--- src/rtl/fms_pkg.sv ---
// shared constants, types and codes for the multi-stack block
package fms_pkg;

	localparam int NUM_STACKS  = 3;
	localparam int STACK_DEPTH = 16;

	localparam int DATA_W = 32;
	localparam int OP_W   = 2;
	localparam int ID_W   = 2;
	localparam int CAP_W  = 5;
	localparam int ST_W   = 2;
	localparam int FILL_W = $clog2(STACK_DEPTH + 1);

	localparam logic [CAP_W-1:0] CAP_RESET = CAP_W'(16);

	typedef enum logic [OP_W-1:0] {
		OP_PUSH = 2'd0,
		OP_POP  = 2'd1,
		OP_PEEK = 2'd2,
		OP_NONE = 2'd3
	} op_t;

	typedef enum logic [ST_W-1:0] {
		ST_DONE  = 2'd0,
		ST_FULL  = 2'd1,
		ST_EMPTY = 2'd2
	} status_t;

	// shift commands for one stack lane
	typedef struct packed {
		logic push;
		logic pop;
	} lane_ctl_t;

	// what a lane shows to the decoder
	typedef struct packed {
		logic [FILL_W-1:0] fill;
		logic [DATA_W-1:0] top;
	} lane_stat_t;

endpackage

--- src/rtl/fms_if.sv ---
// request, response and configuration channel interfaces

interface fms_req_if
	import fms_pkg::*;
();
	logic              valid;
	logic              ready;
	logic [OP_W-1:0]   op;
	logic [ID_W-1:0]   stack_id;
	logic [DATA_W-1:0] push_value;

	modport source (output valid, op, stack_id, push_value, input ready);
	modport sink   (input valid, op, stack_id, push_value, output ready);
endinterface

interface fms_rsp_if
	import fms_pkg::*;
();
	logic              valid;
	logic              ready;
	logic [DATA_W-1:0] read_value;
	logic [ST_W-1:0]   status;

	modport source (output valid, read_value, status, input ready);
	modport sink   (input valid, read_value, status, output ready);
endinterface

interface fms_cfg_if
	import fms_pkg::*;
();
	logic             valid;
	logic             ready;
	logic [CAP_W-1:0] data;

	modport source (output valid, data, input ready);
	modport sink   (input valid, data, output ready);
endinterface

--- src/rtl/fixed_multi_stack.sv ---
// several fixed-size stacks, each a row of shift cells, with one result per request
// a result is registered and shown in the cycle after its request is accepted
// one request per cycle unless stalled; each op touches at most one lane and its fill count
// the response register frees a slot when its result is taken in the same cycle
// reset: fill counts clear to zero and capacity returns to sixteen; cell words are not reset
module fixed_multi_stack
	import fms_pkg::*;
(
	input  logic  clk,
	input  logic  arst_n,
	fms_req_if.sink   req,
	fms_rsp_if.source rsp,
	fms_cfg_if.sink   cfg
);

	logic [CAP_W-1:0]  cap_q;
	logic              rsp_valid_q;
	logic [DATA_W-1:0] rsp_value_q;
	status_t           rsp_status_q;

	lane_ctl_t         lane_ctl  [NUM_STACKS];
	lane_stat_t        lane_stat [NUM_STACKS];
	logic [NUM_STACKS-1:0] lane_act;

	logic              fire;
	op_t               op;
	logic              sid_ok;
	lane_stat_t        sel;
	logic              is_full;
	logic              is_empty;
	logic [DATA_W-1:0] res_value;
	status_t           res_status;

	// capacity register
	assign cfg.ready = 1'b1;

	always_ff @(posedge clk or negedge arst_n) begin
		if (!arst_n) begin
			cap_q <= CAP_RESET;
		end else if (cfg.valid) begin
			cap_q <= cfg.data;
		end
	end

	// request handshake
	assign req.ready = !rsp_valid_q || rsp.ready;
	assign fire      = req.valid && req.ready;
	assign op        = op_t'(req.op);
	assign sid_ok    = int'(req.stack_id) < NUM_STACKS;

	// select the addressed lane
	always_comb begin
		sel = '0;
		for (int s = 0; s < NUM_STACKS; s++) begin
			if (int'(req.stack_id) == s) begin
				sel = lane_stat[s];
			end
		end
	end

	assign is_full  = !sid_ok || int'(sel.fill) >= int'(cap_q)
		|| int'(sel.fill) >= STACK_DEPTH;
	assign is_empty = !sid_ok || sel.fill == '0;

	// result decode
	always_comb begin
		res_value  = '0;
		res_status = ST_DONE;
		unique case (op)
			OP_PUSH: begin
				if (is_full) begin
					res_status = ST_FULL;
				end
			end
			OP_POP, OP_PEEK: begin
				if (is_empty) begin
					res_value  = '1;
					res_status = ST_EMPTY;
				end else begin
					res_value = sel.top;
				end
			end
			OP_NONE: begin
				res_value  = '0;
				res_status = ST_DONE;
			end
			default: begin
				res_value  = '0;
				res_status = ST_DONE;
			end
		endcase
	end

	// shift commands to the lanes
	for (genvar s = 0; s < NUM_STACKS; s++) begin : g_lane
		logic hit;

		assign hit = fire && int'(req.stack_id) == s;
		assign lane_ctl[s].push = hit && op == OP_PUSH && !is_full;
		assign lane_ctl[s].pop  = hit && op == OP_POP && !is_empty;
		assign lane_act[s]      = lane_ctl[s].push || lane_ctl[s].pop;

		fms_lane u_lane (
			.clk        (clk),
			.arst_n     (arst_n),
			.ctl        (lane_ctl[s]),
			.push_value (req.push_value),
			.stat       (lane_stat[s])
		);
	end

	// response register
	always_ff @(posedge clk or negedge arst_n) begin
		if (!arst_n) begin
			rsp_valid_q <= 1'b0;
		end else if (fire) begin
			rsp_valid_q <= 1'b1;
		end else if (rsp.ready) begin
			rsp_valid_q <= 1'b0;
		end
	end

	always_ff @(posedge clk) begin
		if (fire) begin
			rsp_value_q  <= res_value;
			rsp_status_q <= res_status;
		end
	end

	assign rsp.valid      = rsp_valid_q;
	assign rsp.read_value = rsp_value_q;
	assign rsp.status     = rsp_status_q;

	// every accepted request shows a result in the next cycle
	a_fire_rsp: assert property (@(posedge clk) disable iff (!arst_n)
		fire |=> rsp_valid_q)
		else $error("accepted request produced no response");

	// at most one lane shifts in a cycle
	a_one_lane: assert property (@(posedge clk) disable iff (!arst_n)
		$onehot0(lane_act))
		else $error("more than one lane shifted");

	// empty responses always carry the all-ones value
	a_empty_val: assert property (@(posedge clk) disable iff (!arst_n)
		rsp_valid_q && rsp_status_q == ST_EMPTY |-> rsp_value_q == '1)
		else $error("empty response with wrong value");

	// a lane never shifts without an accepted request
	a_act_fire: assert property (@(posedge clk) disable iff (!arst_n)
		lane_act != '0 |-> fire)
		else $error("lane shifted without a request");

endmodule

--- src/rtl/fms_cell.sv ---
// one storage cell of a stack lane, shifting with its neighbors
module fms_cell
	import fms_pkg::*;
(
	input  logic              clk,
	input  lane_ctl_t         ctl,
	input  logic [DATA_W-1:0] above,
	input  logic [DATA_W-1:0] below,
	output logic [DATA_W-1:0] word
);

	logic [DATA_W-1:0] word_q;

	// push moves words down the lane, pop moves them up
	always_ff @(posedge clk) begin
		if (ctl.push) begin
			word_q <= above;
		end else if (ctl.pop) begin
			word_q <= below;
		end
	end

	assign word = word_q;

endmodule

--- src/rtl/fms_lane.sv ---
// one stack: a chain of shift cells with the top at cell zero, plus fill count
module fms_lane
	import fms_pkg::*;
(
	input  logic              clk,
	input  logic              arst_n,
	input  lane_ctl_t         ctl,
	input  logic [DATA_W-1:0] push_value,
	output lane_stat_t        stat
);

	logic [DATA_W-1:0] chain [STACK_DEPTH];
	logic [FILL_W-1:0] fill_q;

	// fill count tracks the number of live cells
	always_ff @(posedge clk or negedge arst_n) begin
		if (!arst_n) begin
			fill_q <= '0;
		end else if (ctl.push) begin
			fill_q <= fill_q + FILL_W'(1);
		end else if (ctl.pop) begin
			fill_q <= fill_q - FILL_W'(1);
		end
	end

	// cell row, each fed by its upper and lower neighbor
	for (genvar i = 0; i < STACK_DEPTH; i++) begin : g_cell
		logic [DATA_W-1:0] above;
		logic [DATA_W-1:0] below;

		if (i == 0) begin : g_top
			assign above = push_value;
		end else begin : g_mid
			assign above = chain[i-1];
		end

		if (i == STACK_DEPTH - 1) begin : g_bot
			assign below = '0;
		end else begin : g_up
			assign below = chain[i+1];
		end

		fms_cell u_cell (
			.clk   (clk),
			.ctl   (ctl),
			.above (above),
			.below (below),
			.word  (chain[i])
		);
	end

	assign stat.fill = fill_q;
	assign stat.top  = chain[0];

endmodule

--- src/flat_wrapper.sv ---
// flat-port wrapper written by rule: the top's interface ports become plain ports
module fixed_multi_stack_flat import fms_pkg::*;
  (clk, arst_n, req_valid, req_op, req_stack_id, req_push_value, req_ready, rsp_valid, rsp_read_value, rsp_status, rsp_ready, cfg_valid, cfg_data, cfg_ready);
  fms_req_if req_i ();
  fms_rsp_if rsp_i ();
  fms_cfg_if cfg_i ();
  input  logic clk;
  input  logic arst_n;
  input wire logic [$bits(req_i.valid)-1:0] req_valid;
  input wire logic [$bits(req_i.op)-1:0] req_op;
  input wire logic [$bits(req_i.stack_id)-1:0] req_stack_id;
  input wire logic [$bits(req_i.push_value)-1:0] req_push_value;
  output wire logic [$bits(req_i.ready)-1:0] req_ready;
  output wire logic [$bits(rsp_i.valid)-1:0] rsp_valid;
  output wire logic [$bits(rsp_i.read_value)-1:0] rsp_read_value;
  output wire logic [$bits(rsp_i.status)-1:0] rsp_status;
  input wire logic [$bits(rsp_i.ready)-1:0] rsp_ready;
  input wire logic [$bits(cfg_i.valid)-1:0] cfg_valid;
  input wire logic [$bits(cfg_i.data)-1:0] cfg_data;
  output wire logic [$bits(cfg_i.ready)-1:0] cfg_ready;
  assign req_i.valid = req_valid;
  assign req_i.op = req_op;
  assign req_i.stack_id = req_stack_id;
  assign req_i.push_value = req_push_value;
  assign req_ready = req_i.ready;
  assign rsp_valid = rsp_i.valid;
  assign rsp_read_value = rsp_i.read_value;
  assign rsp_status = rsp_i.status;
  assign rsp_i.ready = rsp_ready;
  assign cfg_i.valid = cfg_valid;
  assign cfg_i.data = cfg_data;
  assign cfg_ready = cfg_i.ready;
  fixed_multi_stack u_core (.clk(clk), .arst_n(arst_n), .req(req_i), .rsp(rsp_i), .cfg(cfg_i));
endmodule
--- config.mk ---
export PLATFORM = sky130hd
export DESIGN_NAME = fixed_multi_stack_flat
export DESIGN_NICKNAME = d
export VERILOG_FILES = /design/src/rtl/fms_pkg.sv /design/src/rtl/fms_if.sv /design/src/rtl/fixed_multi_stack.sv /design/src/rtl/fms_cell.sv /design/src/rtl/fms_lane.sv /design/src/flat_wrapper.sv
export SDC_FILE = /design/constraint.sdc
export NUM_CORES = 2
export LEC_CHECK = 0
export ABC_CLOCK_PERIOD_IN_PS = 25600
export BUFFER_PORTS_ARGS = -buffer_cell sky130_fd_sc_hd__clkbuf_2
export CAP_MARGIN = 15
export CORE_MARGIN = 8
export CORE_UTILIZATION = 55
export DETAILED_ROUTE_END_ITERATION = 10
export PLACE_DENSITY = 0.78
export SYNTH_ARGS = -nofsm -noshare
export SYNTH_HDL_FRONTEND = slang
export SYNTH_SLANG_ARGS = --single-unit
export TNS_END_PERCENT = 1
--- constraint.sdc ---
create_clock -name clk -period 25.6 [get_ports clk]
set_clock_uncertainty 0.2 [all_clocks]
set_input_delay 2.56 -clock clk [delete_from_list [all_inputs] [get_ports clk]]
set_output_delay 2.56 -clock clk [all_outputs]
set_load 0.1 [all_outputs]
==> summary by stage <==
Outcome
The flow ran to the end, and the final reports show no timing, DRC or antenna violations.

Power and ir drop
The total power per unit cell area is 73.83 nW/um2. The highest ir drop seen on vdd is ~0.065 mV. For this design the static power due to leakage is about 0.025 uW.

Job
Across the run, the number of max-cap violations was 0.

Synthesis
The number of nets produced by synthesis is 3669. The sequential element share of the synthesized area is 0.7026. The number of synthesized register bits is 1591. By area the synthesized netlist is led by sky130_fd_sc_hd__edfxtp_1 69%, sky130_fd_sc_hd__mux2_2 12%, sky130_fd_sc_hd__mux2_1 12%.

Yosys printed 0 warnings. The number of synthesized flops with an enable pin is 1570. The share of synthesized area in the top cell type comes to 0.6949. The post-synthesis async set-or-reset flop share is 0.01320.

The library cell occupying the most area in the post-synthesis netlist is sky130_fd_sc_hd__edfxtp_1. The post-synthesis instance area is 67850 um2. By count the netlist is led by 1570 x sky130_fd_sc_hd__edfxtp_1, 740 x sky130_fd_sc_hd__mux2_2, 707 x sky130_fd_sc_hd__mux2_1, 99 x sky130_fd_sc_hd__and3_1, 80 x sky130_fd_sc_hd__buf_2. The number of unique standard cell types used by synthesis is 50.

The mean area per synthesized cell is 18.83 um2. The synthesized instance count is 3604. Yosys instantiated no cell more often than sky130_fd_sc_hd__edfxtp_1. Among all flip-flop cells after synthesis, the most frequent one is sky130_fd_sc_hd__edfxtp_1.

Clock network
The clock tree from TritonCTS is built. The number of buffers added by the clock tree synthesis step is around 160. The post-CTS setup buffer count is 0.

The count of instances resized after the clock tree is built is 0. The CTS clock-pin slew for the worst setup and hold paths is approximately 0.060 ns. The clock reaches the later pin of the worst-skew pair after slightly below 0.8 ns. For this design, the CTS-stage hold fixing added 0 buffers. The number of sinks on the clock net is 1591. Counting along the longest clock path gives a buffer depth of 3. The library cell used as clock root buffer is sky130_fd_sc_hd__clkbuf_16.

The clock tree synthesis step divided the H-tree into 4 levels.

Global routing
After global routing the overflow that remains totals 0. The number of antenna violations at the first check in global routing is 7. The number of global-route vias before repair is 31800.

Entering global routing, the biggest net connects 205 pins. For this run, the total global-route usage over all layers was measured as 0.1594. The global-route wire length before repair is around 180000 um.

Routing
For this run, the detailed router's first-pass iteration total came to 5. After detailed routing, the average wire length per cell comes to 20.04 um. For this block, the initial DRC count from the detailed router was 2561. The via count is about 31000. After detailed routing, the number of remaining DRC violations is 0. The total length of routed wires is ~110000 um. The number of nets with antenna violations after routing is 0. Dividing the detail-routed via count by the number of cells gives 5.684.

Critical path
The worst flop-to-flop path endpoint is u_core.g_lane[0].u_lane.g_cell[12].u_cell.word[15]. In this run the worst setup path begins at req_stack_id[0]. In this run the worst setup path terminates at u_core.g_lane[0].u_lane.g_cell[12].u_cell.word[15]. For the worst setup path, the data required time is between 20 and 30 ns. The launching point of the worst reg2reg path is u_core.g_lane[1].u_lane.fill_q[0]. The worst register-to-register path has a depth of 14.

Along the worst path, the maximum fanout reaches ~120. The library cell appearing most often on the critical path is sky130_fd_sc_hd__buf_4. STA classifies the critical path endpoint as a register. The signal on the critical path passes through buf_4 -> mux2i_1 -> o22ai_1 -> inv_1 -> ha_1 -> nand2b_1 -> a31oi_1 -> o211ai_4 -> nor3_4 -> inv_8 -> buf_4 -> buf_4 -> buf_4 -> buf_4 -> mux2_1. The class of the most critical setup path is in -> reg. STA classifies the critical path startpoint as an input pin. The critical path's largest stage delay is 0.91 ns. For this design, the slowest cell found on the critical path is sky130_fd_sc_hd__buf_4.

The worst endpoint data arrival time is 9.46 ns. The reg2reg setup slack is 18.59 ns.

Placement
Routability-driven placement finished with a final weighted congestion of ~0.75. Prior to clock tree synthesis, the placed netlist has a worst setup slack of 15.62 ns. The HPWL reported at the end of detailed placement is 63440 um. Input and output buffers added on the ports amount to 81.

Timing
The final number of hold-violating endpoints was 0. The slew at the pin closest to its max-slew limit is 1.152 ns. The smallest clock period supported by the final layout is computed as 9.144 ns. Measured against its own limit, the worst slew margin works out to 0.2321.

Setup repair after global routing left no endpoint under its margin. Once routing completed, OpenROAD measured the worst setup slack at around 16 ns. The number of setup violations in the final report is 0. The maximum clock rate is approximately 110 MHz. Setup total negative slack on the finished layout was measured at 0 ns.

The total count of max-transition violations in the final report is 0. Dividing the final minimum period by the clock period gives 0.3572.

Floorplanning
The number of standard-cell rows in the floorplan is 129. In this run the count of I/O pins placed on the die edge is 83. The width of the chip is 367.2 um. The total die area is 134900 um2.

The core area is 123000 um2. The initial core utilization is 0.5516. Measured along the y axis, the die boundary spans 367.2 um.

Finish
The final layout contains 3743 nets. The layout overhead on the synthesized area is 9.514%. The share of cells above drive strength 1 is 0.2868.

Hold path
The worst min-delay path category is reg -> reg.
## metrics by stage
stage / hold WS, ns / power (uW) / std cells / util / instance area (um2)
finish: 0.3268 / 5486 / 5451 / 0.6041 / 74300
global route: 0.3472 / 5669 / 5445 / 0.6040 / 74290
detailed placement: 0.3177 / 3330 / 5155 / 0.5638 / 69350
floorplan: 0.2799 / 3292 / 3604 / - / 67850
CTS: 0.3288 / 5540 / 5444 / 0.6038 / 74260
global placement: 0.3090 / 3320 / 5155 / 0.5638 / 69350
## cells by family after synthesis
family | Yosys count | share of synthesized area
multiplexers | 1486 | 0.2459
AO/OA/AOI/OAI | 107 | 0.01083
other | 1 | 0.00005527
adder cells (fa/ha/maj) | 19 | 0.003836
buffers and inverters | 222 | 0.02135
flip-flops | 1591 | 0.7026
XOR/XNOR | 9 | 0.001162
AND/OR/NAND/NOR | 169 | 0.01422
## registers in the layout, indices dropped and copies added (netlist names)
register and cells:
u_core.cap_q 5, u_core.g_lane.u_lane.fill_q 15, u_core.g_lane.u_lane.g_cell.u_cell.word 1536, u_core.rsp.read_value 32, u_core.rsp.status 2, u_core.rsp.valid 1
## cell type report
| type | instances | area [um2] |
|---|---|---|
| antenna | 6 | 15.01 |
| clock buffer | 187 | 4105 |
| clock inverter | 102 | 808.3 |
| fill | 8681 | 48690 |
| inverter | 17 | 78.83 |
| multi-input combinational | 1791 | 18800 |
| sequential | 1591 | 47670 |
| tap | 1637 | 2048 |
| timing repair buffer | 120 | 770.7 |
## worst max-delay path, delay by kind of cell
family          cells  cell delay, ns
buf+inv             7            4.60
compound gates      3            1.03
mux                 2            0.56
fa+ha+maj           1            0.28
simple gates        2            0.20
## worst min-delay path by stage
| stage | start | endpoint | slack [ns] | cells after the start |
|---|---|---|---|---|
| 6_report | register | u_core.g_lane[2].u_lane.g_cell[14].u_cell.word[0] | 0.33 | 1 |
| 5_1_grt | register | u_core.g_lane[2].u_lane.g_cell[14].u_cell.word[0] | 0.35 | 1 |
| 4_1_cts | register | u_core.g_lane[2].u_lane.g_cell[14].u_cell.word[0] | 0.33 | 1 |
| 3_5_place_dp | register | u_core.g_lane[2].u_lane.g_cell[14].u_cell.word[24] | 0.32 | 1 |
| 3_3_place_gp | u_core.g_lane[1].u_lane.fill_q[3] | u_core.g_lane[1].u_lane.fill_q[3] | 0.31 | 1 |
| 2_1_floorplan | u_core.cap_q[4] | u_core.cap_q[4] | 0.28 | 2 |
## metal layers
| layer | GRT usage | wire (um) | up-vias |
|---|---|---|---|
| met2 | 0.2417 | 50460 | 482 |
| met1 | 0.2343 | 51910 | 16020 |
| li1 | - | - | 14350 |
| met5 | 0 | 27 | - |
| met3 | 0.03336 | 4894 | 132 |
| met4 | 0.04577 | 1933 | 4 |
## power by group
group          total, uW  internal [uW]  switching [uW]
registers           2990           2940            43.4
clock network       2210           1240             972
logic                289           97.7             191
total               5490           4280            1210
## cell usage in the layout, fill, tap and decap left out, types with 3 or more instances in the layout
master / instances
sky130_fd_sc_hd__bufinv_16: 9
sky130_fd_sc_hd__fa_1: 3
sky130_fd_sc_hd__dfrtp_1: 20
sky130_fd_sc_hd__diode_2: 6
sky130_fd_sc_hd__clkinv_2: 25
sky130_fd_sc_hd__mux2i_1: 39
sky130_fd_sc_hd__a2111oi_0: 3
sky130_fd_sc_hd__a21o_1: 6
sky130_fd_sc_hd__clkinv_8: 9
sky130_fd_sc_hd__o21ai_0: 40
sky130_fd_sc_hd__o21a_1: 33
sky130_fd_sc_hd__xnor2_1: 7
sky130_fd_sc_hd__clkinv_1: 49
sky130_fd_sc_hd__o221ai_1: 3
sky130_fd_sc_hd__nand2_1: 39
sky130_fd_sc_hd__o211ai_4: 4
sky130_fd_sc_hd__mux2_1: 707
sky130_fd_sc_hd__inv_6: 3
sky130_fd_sc_hd__clkbuf_2: 80
sky130_fd_sc_hd__inv_1: 15
sky130_fd_sc_hd__nand2b_1: 7
sky130_fd_sc_hd__buf_12: 4
sky130_fd_sc_hd__or3_1: 3
sky130_fd_sc_hd__and3_1: 99
sky130_fd_sc_hd__clkbuf_16: 160
sky130_fd_sc_hd__a21oi_1: 4
sky130_fd_sc_hd__clkinvlp_4: 4
sky130_fd_sc_hd__nand3_1: 5
sky130_fd_sc_hd__clkbuf_1: 27
sky130_fd_sc_hd__clkinv_4: 3
sky130_fd_sc_hd__mux2_2: 740
sky130_fd_sc_hd__buf_4: 35
sky130_fd_sc_hd__o22ai_1: 3
sky130_fd_sc_hd__ha_1: 15
sky130_fd_sc_hd__edfxtp_1: 1570
Power figures use the tool's default switching activity.
